### config.mk
export PLATFORM = sky130hd
export DESIGN_NAME = pointer_cursor_tracker_unit
export DESIGN_NICKNAME = d
export VERILOG_FILES = /design/src/ptrcur_pkg.sv /design/src/pointer_cursor_tracker_unit.sv /design/src/ptrcur_axis_move.sv /design/src/ptrcur_smooth.sv
export SDC_FILE = /design/constraint.sdc
export NUM_CORES = 1
export LEC_CHECK = 0
export BUFFER_PORTS_ARGS = -buffer_cell sky130_fd_sc_hd__buf_2
export CAP_MARGIN = 20
export CORE_MARGIN = 5
export CORE_UTILIZATION = 55
export CTS_CLUSTER_SIZE = 12
export DETAILED_ROUTE_END_ITERATION = 8
export HOLD_SLACK_MARGIN = 0.05
export PLACE_DENSITY_LB_ADDON = 0.12
export SLEW_MARGIN = 10
export SYNTH_ARGS = -nofsm -noshare
export SYNTH_HDL_FRONTEND = slang
export SYNTH_SLANG_ARGS = --single-unit
### constraint.sdc
create_clock -name clk -period 5.85 [get_ports clk]
set_input_delay 0.2925 -clock clk [delete_from_list [all_inputs] [get_ports clk]]
set_output_delay 0.2925 -clock clk [all_outputs]
set_load 0.01 [all_outputs]
### src/ptrcur_pkg.sv
`timescale 1ns / 1ps
// shared types and constants for the pointer cursor tracker
// no dependencies; imported by every module of the block
package ptrcur_pkg;

  // fixed field widths of the stream items and config registers
  localparam int OP_W       = 2;
  localparam int DELTA_W    = 10;
  localparam int SENS_W     = 4;
  localparam int SCREEN_W   = 13;
  localparam int CURSOR_W   = 12;
  localparam int CFG_IDX_W  = 2;
  localparam int IN_DATA_W  = 24;
  localparam int OUT_DATA_W = 32;

  // reset values
  localparam int RESET_X_PX = 400;
  localparam int RESET_Y_PX = 300;
  localparam logic [SENS_W-1:0]   RESET_SENS   = SENS_W'(3);
  localparam logic [SCREEN_W-1:0] RESET_WIDTH  = SCREEN_W'(800);
  localparam logic [SCREEN_W-1:0] RESET_HEIGHT = SCREEN_W'(600);

  // config register indexes
  localparam logic [CFG_IDX_W-1:0] REG_SENSITIVITY   = CFG_IDX_W'(0);
  localparam logic [CFG_IDX_W-1:0] REG_SCREEN_WIDTH  = CFG_IDX_W'(1);
  localparam logic [CFG_IDX_W-1:0] REG_SCREEN_HEIGHT = CFG_IDX_W'(2);

  // item kinds carried on tuser
  typedef enum logic [OP_W-1:0] {
    OP_MOVE   = 2'd0,
    OP_BUTTON = 2'd1,
    OP_TICK   = 2'd2
  } op_t;

  // input tdata layout, lowest field last
  typedef struct packed {
    logic [IN_DATA_W-DELTA_W-DELTA_W-2:0] pad;
    logic                                 left_button;
    logic signed [DELTA_W-1:0]            delta_y;
    logic signed [DELTA_W-1:0]            delta_x;
  } in_item_t;

  // output tdata layout, lowest field last
  typedef struct packed {
    logic [OUT_DATA_W-CURSOR_W-CURSOR_W-2:0] pad;
    logic                                    button_held;
    logic [CURSOR_W-1:0]                     cursor_y;
    logic [CURSOR_W-1:0]                     cursor_x;
  } out_item_t;

endpackage

### src/pointer_cursor_tracker_unit.sv
`timescale 1ns / 1ps
// top level of the pointer cursor tracker: stream ports, config registers, state
// depends on ptrcur_pkg, ptrcur_axis_move and ptrcur_smooth
//
// Tracks a pointer cursor from a stream of move events, button events and frame
// ticks (kind on s_tuser). Each transfer in gives exactly one transfer out with
// the integer cursor position and the latched button flag as they stand after
// that item. The block takes one item per clock cycle with no bubbles while
// m_tready is high; an item waits in the input register, where the move and
// smoothing logic updates the tracked state, and its result then leaves from
// the output register. The rate is set by the state loop: target, smoothed
// position and held flag are read and rewritten in the same cycle for each
// item. The input register keeps taking items while a result waits in the
// output register, and stalls only when both are full. Config registers may
// be written at any time the block is idle; a write to an unused index is
// dropped.
module pointer_cursor_tracker_unit #(
  parameter int COORD_BITS = 12,
  parameter int FRAC_BITS  = 16
) (
  input  logic                                clk,
  input  logic                                rst,
  // input stream
  input  logic                                s_tvalid,
  output logic                                s_tready,
  // delta_x [9:0], delta_y [19:10], left_button [20], zero pad [23:21]
  input  logic [ptrcur_pkg::IN_DATA_W-1:0]    s_tdata,
  // op [1:0]
  input  logic [ptrcur_pkg::OP_W-1:0]         s_tuser,
  // result stream
  output logic                                m_tvalid,
  input  logic                                m_tready,
  // cursor_x [11:0], cursor_y [23:12], button_held [24], zero pad [31:25]
  output logic [ptrcur_pkg::OUT_DATA_W-1:0]   m_tdata,
  // config write port
  input  logic                                cfg_we,
  input  logic [ptrcur_pkg::CFG_IDX_W-1:0]    cfg_index,
  input  logic [ptrcur_pkg::SCREEN_W-1:0]     cfg_data
);
  import ptrcur_pkg::*;

  localparam int POS_W         = COORD_BITS + FRAC_BITS;
  localparam int CoordMaxInt   = (1 << COORD_BITS) - 1;
  // reset position, saturated to the coordinate range
  localparam logic [COORD_BITS-1:0] RESET_X =
    COORD_BITS'((RESET_X_PX > CoordMaxInt) ? CoordMaxInt : RESET_X_PX);
  localparam logic [COORD_BITS-1:0] RESET_Y =
    COORD_BITS'((RESET_Y_PX > CoordMaxInt) ? CoordMaxInt : RESET_Y_PX);

  // config registers
  logic [SENS_W-1:0]   sensitivity;
  logic [SCREEN_W-1:0] screen_width;
  logic [SCREEN_W-1:0] screen_height;

  // tracked state
  logic [COORD_BITS-1:0] target_x, target_x_next;
  logic [COORD_BITS-1:0] target_y, target_y_next;
  logic [POS_W-1:0]      current_x, current_x_next;
  logic [POS_W-1:0]      current_y, current_y_next;
  logic                  held, held_next;

  // input register
  logic     in_valid;
  op_t      in_op;
  in_item_t in_item;

  // output register
  logic      out_valid;
  out_item_t out_item;

  // unit results
  logic [COORD_BITS-1:0] move_x, move_y;
  logic [POS_W-1:0]      smooth_x, smooth_y;

  logic fire;

  // item in the input register is processed when the output slot is free
  // or being emptied in the same cycle
  assign fire     = in_valid && (!out_valid || m_tready);
  assign s_tready = !in_valid || fire;
  assign m_tvalid = out_valid;
  assign m_tdata  = out_item;

  // config writes
  always_ff @(posedge clk) begin
    if (rst) begin
      sensitivity   <= RESET_SENS;
      screen_width  <= RESET_WIDTH;
      screen_height <= RESET_HEIGHT;
    end else if (cfg_we) begin
      case (cfg_index)
        REG_SENSITIVITY:   sensitivity   <= cfg_data[SENS_W-1:0];
        REG_SCREEN_WIDTH:  screen_width  <= cfg_data;
        REG_SCREEN_HEIGHT: screen_height <= cfg_data;
        default: ;
      endcase
    end
  end

  // input register
  always_ff @(posedge clk) begin
    if (rst) begin
      in_valid <= 1'b0;
    end else if (s_tready) begin
      in_valid <= s_tvalid;
    end
  end

  always_ff @(posedge clk) begin
    if (s_tvalid && s_tready) begin
      in_op   <= op_t'(s_tuser);
      in_item <= in_item_t'(s_tdata);
    end
  end

  ptrcur_axis_move #(
    .COORD_BITS(COORD_BITS)
  ) u_move_x (
    .target     (target_x),
    .delta      (in_item.delta_x),
    .sens       (sensitivity),
    .screen     (screen_width),
    .target_next(move_x)
  );

  ptrcur_axis_move #(
    .COORD_BITS(COORD_BITS)
  ) u_move_y (
    .target     (target_y),
    .delta      (in_item.delta_y),
    .sens       (sensitivity),
    .screen     (screen_height),
    .target_next(move_y)
  );

  ptrcur_smooth #(
    .COORD_BITS(COORD_BITS),
    .FRAC_BITS (FRAC_BITS)
  ) u_smooth (
    .held          (held),
    .target_x      (target_x),
    .target_y      (target_y),
    .current_x     (current_x),
    .current_y     (current_y),
    .current_x_next(smooth_x),
    .current_y_next(smooth_y)
  );

  // next state per item kind; unused kind leaves everything as it is
  always_comb begin
    target_x_next  = target_x;
    target_y_next  = target_y;
    current_x_next = current_x;
    current_y_next = current_y;
    held_next      = held;
    case (in_op)
      OP_MOVE: begin
        target_x_next = move_x;
        target_y_next = move_y;
        // a move only ever latches the button, never releases it
        if (in_item.left_button) begin
          held_next = 1'b1;
        end
      end
      OP_BUTTON: begin
        held_next = in_item.left_button;
      end
      OP_TICK: begin
        current_x_next = smooth_x;
        current_y_next = smooth_y;
      end
      default: ;
    endcase
  end

  // tracked state
  always_ff @(posedge clk) begin
    if (rst) begin
      target_x  <= RESET_X;
      target_y  <= RESET_Y;
      current_x <= {RESET_X, {FRAC_BITS{1'b0}}};
      current_y <= {RESET_Y, {FRAC_BITS{1'b0}}};
      held      <= 1'b0;
    end else if (fire) begin
      target_x  <= target_x_next;
      target_y  <= target_y_next;
      current_x <= current_x_next;
      current_y <= current_y_next;
      held      <= held_next;
    end
  end

  // output register
  always_ff @(posedge clk) begin
    if (rst) begin
      out_valid <= 1'b0;
    end else if (fire) begin
      out_valid <= 1'b1;
    end else if (m_tready) begin
      out_valid <= 1'b0;
    end
  end

  always_ff @(posedge clk) begin
    if (fire) begin
      out_item.pad         <= '0;
      out_item.button_held <= held_next;
      out_item.cursor_x    <= CURSOR_W'(current_x_next[POS_W-1:FRAC_BITS]);
      out_item.cursor_y    <= CURSOR_W'(current_y_next[POS_W-1:FRAC_BITS]);
    end
  end

endmodule

### src/ptrcur_axis_move.sv
`timescale 1ns / 1ps
// one axis of a move event: scale the delta, add to the target, clamp to the screen
// depends on ptrcur_pkg
module ptrcur_axis_move #(
  parameter int COORD_BITS = 12
) (
  input  logic [COORD_BITS-1:0]                 target,
  input  logic signed [ptrcur_pkg::DELTA_W-1:0] delta,
  input  logic [ptrcur_pkg::SENS_W-1:0]         sens,
  input  logic [ptrcur_pkg::SCREEN_W-1:0]       screen,
  output logic [COORD_BITS-1:0]                 target_next
);
  import ptrcur_pkg::*;

  // room for the largest target plus the largest scaled delta, with sign
  localparam int SUM_W = ((COORD_BITS > 14) ? COORD_BITS : 14) + 2;
  localparam logic [COORD_BITS-1:0] COORD_MAX = '1;

  logic signed [DELTA_W+SENS_W:0] scaled;
  logic [SUM_W-1:0]               target_ext;
  logic signed [SUM_W-1:0]        sum;
  logic [SCREEN_W-1:0]            screen_m1;
  logic [COORD_BITS-1:0]          hi;

  always_comb begin
    scaled     = delta * $signed({1'b0, sens});
    target_ext = SUM_W'(target);
    sum        = $signed(target_ext) + SUM_W'(scaled);
    screen_m1  = screen - SCREEN_W'(1);

    // largest position on this axis
    if (screen == '0) begin
      hi = '0;
    end else if (SUM_W'(screen_m1) > SUM_W'(COORD_MAX)) begin
      hi = COORD_MAX;
    end else begin
      hi = COORD_BITS'(screen_m1);
    end

    if (sum < 0) begin
      target_next = '0;
    end else if (sum > $signed(SUM_W'(hi))) begin
      target_next = hi;
    end else begin
      target_next = COORD_BITS'(sum);
    end
  end

endmodule

### src/ptrcur_smooth.sv
`timescale 1ns / 1ps
// frame tick smoothing of the fixed point cursor toward the target
// depends on ptrcur_pkg
module ptrcur_smooth #(
  parameter int COORD_BITS = 12,
  parameter int FRAC_BITS  = 16
) (
  input  logic                          held,
  input  logic [COORD_BITS-1:0]         target_x,
  input  logic [COORD_BITS-1:0]         target_y,
  input  logic [COORD_BITS+FRAC_BITS-1:0] current_x,
  input  logic [COORD_BITS+FRAC_BITS-1:0] current_y,
  output logic [COORD_BITS+FRAC_BITS-1:0] current_x_next,
  output logic [COORD_BITS+FRAC_BITS-1:0] current_y_next
);
  import ptrcur_pkg::*;

  localparam int POS_W = COORD_BITS + FRAC_BITS;
  localparam int GAP_W = POS_W + 1;
  localparam logic signed [GAP_W-1:0] ONE  = GAP_W'(64'd1 << FRAC_BITS);
  localparam logic signed [GAP_W-1:0] TAIL = GAP_W'(64'd1 << (FRAC_BITS - 2));

  logic [POS_W-1:0]        target_fx_x, target_fx_y;
  logic signed [GAP_W-1:0] gap_x, gap_y;
  logic signed [GAP_W-1:0] step_x, step_y;
  logic                    far, near_x, near_y;

  always_comb begin
    target_fx_x = {target_x, {FRAC_BITS{1'b0}}};
    target_fx_y = {target_y, {FRAC_BITS{1'b0}}};
    gap_x = $signed({1'b0, target_fx_x}) - $signed({1'b0, current_x});
    gap_y = $signed({1'b0, target_fx_y}) - $signed({1'b0, current_y});

    // held button or a jump of over one pixel snaps both axes
    far = held || gap_x > ONE || gap_x < -ONE || gap_y > ONE || gap_y < -ONE;
    near_x = gap_x > -TAIL && gap_x < TAIL;
    near_y = gap_y > -TAIL && gap_y < TAIL;

    // half the gap, rounded toward minus infinity
    step_x = $signed({1'b0, current_x}) + (gap_x >>> 1);
    step_y = $signed({1'b0, current_y}) + (gap_y >>> 1);

    current_x_next = (far || near_x) ? target_fx_x : POS_W'(step_x);
    current_y_next = (far || near_y) ? target_fx_y : POS_W'(step_y);
  end

endmodule
== Word-level counts from Yosys, hierarchy flattened ==
Index checks and enable logic that the tools add are counted.

* Reductions and logical operators: 24
* Mux-type cells: 16
* $mul: 2
* Add/sub/neg operators: 8
* Eq/ne operators: 4
* Magnitude comparators: 14

{| class="wikitable"
|+ Operator list
! cell !! number
|-
| two-way mux 28 bit || 4
|-
| two-way mux 12 bit || 8
|-
| > comparator 29 x 15 -> 1 bit (second input constant) || 2
|-
| > comparator 29 x 18 -> 1 bit (second input constant) || 2
|-
| < comparator 29 x 16 -> 1 bit (second input constant) || 2
|-
| < comparator 29 x 17 -> 1 bit (second input constant) || 2
|-
| subtractor 28 x 28 -> 29 bit || 2
|-
| adder 28 bit || 2
|-
| adder 13 x 15 -> 16 bit || 2
|-
| > comparator 16 x 13 -> 1 bit || 2
|-
| < comparator 16 x 1 -> 1 bit (second input constant) || 2
|-
| multiplier 10 x 5 -> 15 bit || 2
|-
| > comparator 13 x 12 -> 1 bit (second input constant) || 2
|-
| logical NOT 13 bit || 2
|-
| subtractor 13 x 1 -> 13 bit (second input constant) || 2
|-
| AND reduction 2 bit || 5
|-
| logical OR 1 bit || 8
|-
| == test 2 x 1 -> 1 bit (second input constant) || 2
|-
| == test 2 bit (second input constant) || 2
|-
| logical AND 1 bit || 4
|-
| logical NOT 2 bit || 2
|-
| two-way mux 1 bit || 3
|-
| logical NOT 1 bit || 2
|-
| case mux 1 bit (2 select lines) || 1
|-
| nonzero test 2 bit || 1
|}

* Output and inout port bits: 34
* Input port bits: 46
* Word-level logic and storage cells: 87
* Register bits: 161

== Logic depth before layout (Yosys ltp) ==
* Word-level depth: 9
* Depth in mapped cells: 25
* Depth with buffers taken out: 22

== By module ==
A second synthesis with hierarchy kept.

* Cells, all modules: 2,147
* Area total of the unflattened synthesis: 18,163.7 um^2

{| class="wikitable"
|+ By module, submodules not included
! module !! cells an instance !! instances !! area an instance (um^2) !! sequential area each (um^2)
|-
| pointer_cursor_tracker_unit || 580 || 1 || 6,532.5 || 3,703.6
|-
| ptrcur_smooth || 847 || 1 || 5,924.4 || 0.0
|-
| ptrcur_axis_move (u_move_x) || 362 || 1 || 2,877.8 || 0.0
|-
| ptrcur_axis_move (u_move_y) || 358 || 1 || 2,829.0 || 0.0
|}

== Worst setup path after synthesis ==
Ideal clock, no wire load.

* Kind: register -> register
* From: reg sensitivity[1]
* To: reg target_x[7]
* Arrival: 5,815 ps
* Clock period less this slack: 5,937 ps
* Slack: -87 ps
* Required time: 5,728 ps
* Library setup time: 122 ps
* Cell stages (with the launch flop): 25
* Buffers on the path: 2
* Path through: dfxtp_1 clkbuf_1 clkbuf_1 nand2_1 fa_1 inv_1 ha_1 inv_1 fa_1 inv_1 ha_1 a21o_1 a21oi_1 nor2b_1 o21a_1 o41ai_1 nor2b_1 o21ai_0 a21oi_1 ha_1 nand4_1 or4_1 a2111o_1 mux2_2 a221o_1

* Longest elaborated chain between the ends: 5
* Elaborated cells on any way between the ends: 6
* Those cells by class: add/sub (1); mul (1); order compare (2); mux (2)

{| class="wikitable"
|+ RTL lines
! item !! line !! source
|-
| start: declaration || pointer_cursor_tracker_unit.sv:51 || <nowiki>logic [SENS_W-1:0] sensitivity;</nowiki>
|-
| start signal: assignment || pointer_cursor_tracker_unit.sv:92 || <nowiki>REG_SENSITIVITY: sensitivity <= cfg_data[SENS_W-1:0];</nowiki>
|-
| multiplier 10 x 5 -> 15 bit * || ptrcur_axis_move.sv:26 || <nowiki>scaled = delta * $signed({1'b0, sens});</nowiki>
|-
| adder 13 x 15 -> 16 bit * || ptrcur_axis_move.sv:28 || <nowiki>sum = $signed(target_ext) + SUM_W'(scaled);</nowiki>
|-
| > comparator 16 x 13 -> 1 bit || ptrcur_axis_move.sv:42 || <nowiki>end else if (sum > $signed(SUM_W'(hi))) begin</nowiki>
|-
| two-way mux 12 bit || ptrcur_axis_move.sv:42 ||
|-
| two-way mux 12 bit * || ptrcur_axis_move.sv:40 || <nowiki>if (sum < 0) begin</nowiki>
|-
| end signal: assignment || pointer_cursor_tracker_unit.sv:185 || <nowiki>target_x <= target_x_next;</nowiki>
|-
| end: declaration || pointer_cursor_tracker_unit.sv:56 || <nowiki>logic [COORD_BITS-1:0] target_x, target_x_next;</nowiki>
|}

Mark *: on every way between the ends. The rest lies on a longest branch, timed or not.
A chain may end at the register's enable or synchronous reset.

== Worst setup path after layout ==
* From: reg sensitivity[0]
* To: reg target_x[7]

Same word-level chain as after synthesis.

==> summary.txt <==
Run status
  – Run status: finished clean

Setup path
  – Crit path buf inv count: 3
  – CP max FO: 12
  – Critical Path Sink Type: flip-flop
  – Dominant cell type by count on the critical path: ha_1
  – Worst path top cell family by delay: compound AO/OA/AOI/OAI gates
  – CP cell instances: buf_6 -> and2_4 -> fa_1 -> ha_1 -> inv_1 -> fa_1 -> inv_2 -> ha_1 -> a21o_1 -> a21oi_2 -> nor2b_1 -> o21a_1 -> o41ai_4 -> nor2b_1 -> o21ai_1 -> a21oi_2 -> ha_1 -> nand4_1 -> or4_4 -> a2111o_1 -> mux2_4 -> a221o_1
  – Critical path's slowest cell: fa_1
  – Crit path DAT: about 6.1 ns
  – Critical Path Start Type: flip-flop
  – CP Data Required Time: 6.20 ns
  – Crit-path max cell delay: 0.52 ns
  – Setup CP Type: reg -> reg

Finish
  – Antenna cells: 0
  – Ratio of cells with drive above 1 in the final layout: about a tenth
  – Nets: 2541
  – Finished Layout Cells: 2678
  – Area grow syn2layout: 9.98%
  – Post-layout util: 61.0%

Timing
  – Slew of the pin with the lowest slew margin: 1.01 ns
  – Final setup viols: 0
  – Fin. max-slew vios: 0
  – Final Cycle Share: 97.9%
  – Relative slew slack: 32.1%
  – Hold Violations, Final: 0
  – Fmax: 175 MHz
  – WHS: 0.0766 ns
  – TNS Setup: 0 ns
  – Clock skew: approximately 0.014 ns
  – Tmin final: roughly 5.7 ns

GRT
  – Number of global-route vias before repair: 15300
  – GRT Total Usage: 26.2%
  – Global-route wire length before repair: around 77000 um
  – Maximum number of pins on one net before global-route repair: 71
  – Initial antenna violation count: 0
  – Global route overflow: 0

Pwr
  – Comb pwr share: 48.3%
  – Switch Pwr: 1.88 mW
  – Pleak: about 8.8 nW
  – PwrDens: 238 nW/um^2
  – Sequential power share: 26.9%
  – VDD IR-drop max: 0.204 mV
  – Clock share of power: between 20% and 30%
  – Sw frac: between 40% and 50%
  – Internal power: 2.69 mW

Floorplan
  – Die Width: between 150 and 200 um
  – Starting density of the core: 55.5%
  – Row count: 65
  – Die H: ~190 um
  – IO Pins: 80
  – Core Area: 31500 um^2
  – Die area: 35400 um^2

Synth
  – Top_reg_cell synth: dfxtp_1
  – Synthesized cell area: around 17000 um^2
  – Top-area cell type share of the netlist area: 13.0%
  – Yosys warning count: 0
  – Seq cells post-synth: approximately 160
  – Yosys cell types: 95
  – Post-synthesis cell count: 2201
  – Seq/Total Area, Yosys: around a fifth
  – Mean Syn Cell Area: 7.93 um^2
  – Area leader, netlist: dfxtp_1
  – Post-synth EDFFs: 48
  – Ranking of synthesized cells by area: dfxtp_1, ha_1, edfxtp_1
  – Synth async-reset ratio: 0%

Drt
  – Drt via density: a little under 6
  – TritonRoute pass-1 iters: 6
  – Average wire per standard cell: 17.6 um
  – ANT nets after route: 0
  – DR iter-0 viols: 1099
  – Final wirelength: roughly 47000 um
  – Residual DRC: 0
  – DR vias: roughly 16000

Clock network
  – CTS clk-pin slew, worst paths: roughly 0.080 ns
  – H-tree depth: 4
  – Root Driver: clkbuf_16
  – Clock sink total: 161
  – Num CTS Buffers: 17
  – CTS tree: yes
  – Clk buf depth: 2
  – Worst skew pair latency: 0.46 ns

Run
  – Max-cap violations: 0

Placed design
  – Cell Count Post-Placement: 2614
  – DP Wirelength: 36500 um
  – Port buffer count: slightly below 70
  – Placer congestion estimate: roughly 0.94

Worst hold path
  – Worst hold path type: in -> reg
## registers in the layout, indices dropped and copies added (netlist names)
name           cells
in_op              2
held               1
current_x         28
target_y          12
m_tvalid           1
in_item           21
in_valid           1
screen_height     13
m_tdata           25
screen_width      13
sensitivity        4
target_x          12
current_y         28
## kinds of logic after synthesis
family          share of synthesized area (%)
xor+xnor                                 6.51
fa+ha+maj                                19.5
other cells                            0.0215
flops                                    21.2
compound gates                           19.3
mux                                      3.07
simple gates                             23.0
buf+inv                                  7.42
## power groups by stage
stage	registers (mW)	clock network (mW)	logic (mW)
2_1_floorplan	1.24	0	1.60
3_3_place_gp	1.25	0	2.00
3_5_place_dp	1.25	0	2.07
4_1_cts	1.23	1.16	2.11
5_1_grt	1.23	1.20	2.45
6_report	1.23	1.13	2.21
## per-stage QoR
| step | worst slack, ns | power [mW] | area [um^2] |
|---|---|---|---|
| 2_1_floorplan | 0.0787 | 2.84 | 17500 |
| 3_3_place_gp | 0.155 | 3.25 | 18200 |
| 3_5_place_dp | -0.00852 | 3.32 | 18200 |
| 4_1_cts | 0.0127 | 4.49 | 19100 |
| 5_1_grt | -0.0780 | 4.89 | 19200 |
| 6_report | 0.124 | 4.57 | 19200 |
## cell usage after synthesis, types with 33 or more instances
library cell,instances
inv_1,225
xor2_1,44
nand2_1,251
nor3_1,49
xnor2_1,84
o21ai_0,90
ha_1,165
nor2_1,124
a21o_1,45
nand4_1,33
nand3_1,53
edfxtp_1,48
and2_1,68
fa_1,67
dfxtp_1,113
a21oi_1,169
mux2i_1,44
clkbuf_1,72
## layer usage
| metal | up-vias | routed length, um | GRT usage (%) |
|---|---|---|---|
| met1 | 7504 | 21900 | 35.3 |
| li1 | 7889 | - | - |
| met5 | - | 0 | 0 |
| met2 | 364 | 22400 | 45.2 |
| met4 | 0 | 871 | 6.69 |
| met3 | 57 | 1880 | 3.06 |
## path summary, 6_finish.rpt
path	startpoint	endpoint	slack (ns)	depth (start not counted)
worst min-delay path	cfg_data[8]	screen_width[8]	0.08	3
worst max register to register	sensitivity[0]	target_x[7]	0.12	22
worst min register to register	screen_height[1]	screen_height[1]	0.48	2
worst max-delay path	sensitivity[0]	target_x[7]	0.12	22
## timing repair
item | CTS | global route
hold endpoints to repair | 24 | 0
pin swaps | 0 | 11
hold buffers | 24 | 0
cloned | 0 | 1
gates resized for setup | 1 | 27
endpoints found under the setup margin | 1 | 23
setup buffers | 0 | 7
## cells in the final DEF (no fill, tap or decap), types with 33 or more instances in the layout
cell / count
nor2_1: 123
xor2_1: 44
buf_4: 40
nand2_1: 249
a21o_1: 45
and2_1: 67
ha_1: 162
a21oi_1: 165
o21ai_0: 87
nand4_1: 33
nor3_1: 48
dfxtp_1: 108
nand3_1: 53
inv_1: 222
fa_1: 67
edfxtp_1: 48
xnor2_1: 84
mux2i_1: 44
buf_2: 68
## worst register-to-register path, stage by stage, from the launching register on
cell and delay [ns]:
dfxtp_4 0.37, buf_6 0.15, and2_4 0.15, fa_1 0.52, ha_1 0.16, inv_1 0.05, fa_1 0.52, inv_2 0.05
ha_1 0.28, a21o_1 0.17, a21oi_2 0.14, nor2b_1 0.07, o21a_1 0.23, o41ai_4 0.39, nor2b_1 0.10, o21ai_1 0.17
a21oi_2 0.09, ha_1 0.31, nand4_1 0.11, or4_4 0.44, a2111o_1 0.51, mux2_4 0.33, a221o_1 0.31
## final cells by class
type	instances	area, um^2
inverter	225	845
tap	402	503
timing repair buffer	137	957
clock inverter	15	156
fill	2784	12300
clock buffer	17	425
multi-input combinational	1721	12600
sequential	161	3710
(Power assumes the default switching activity.)
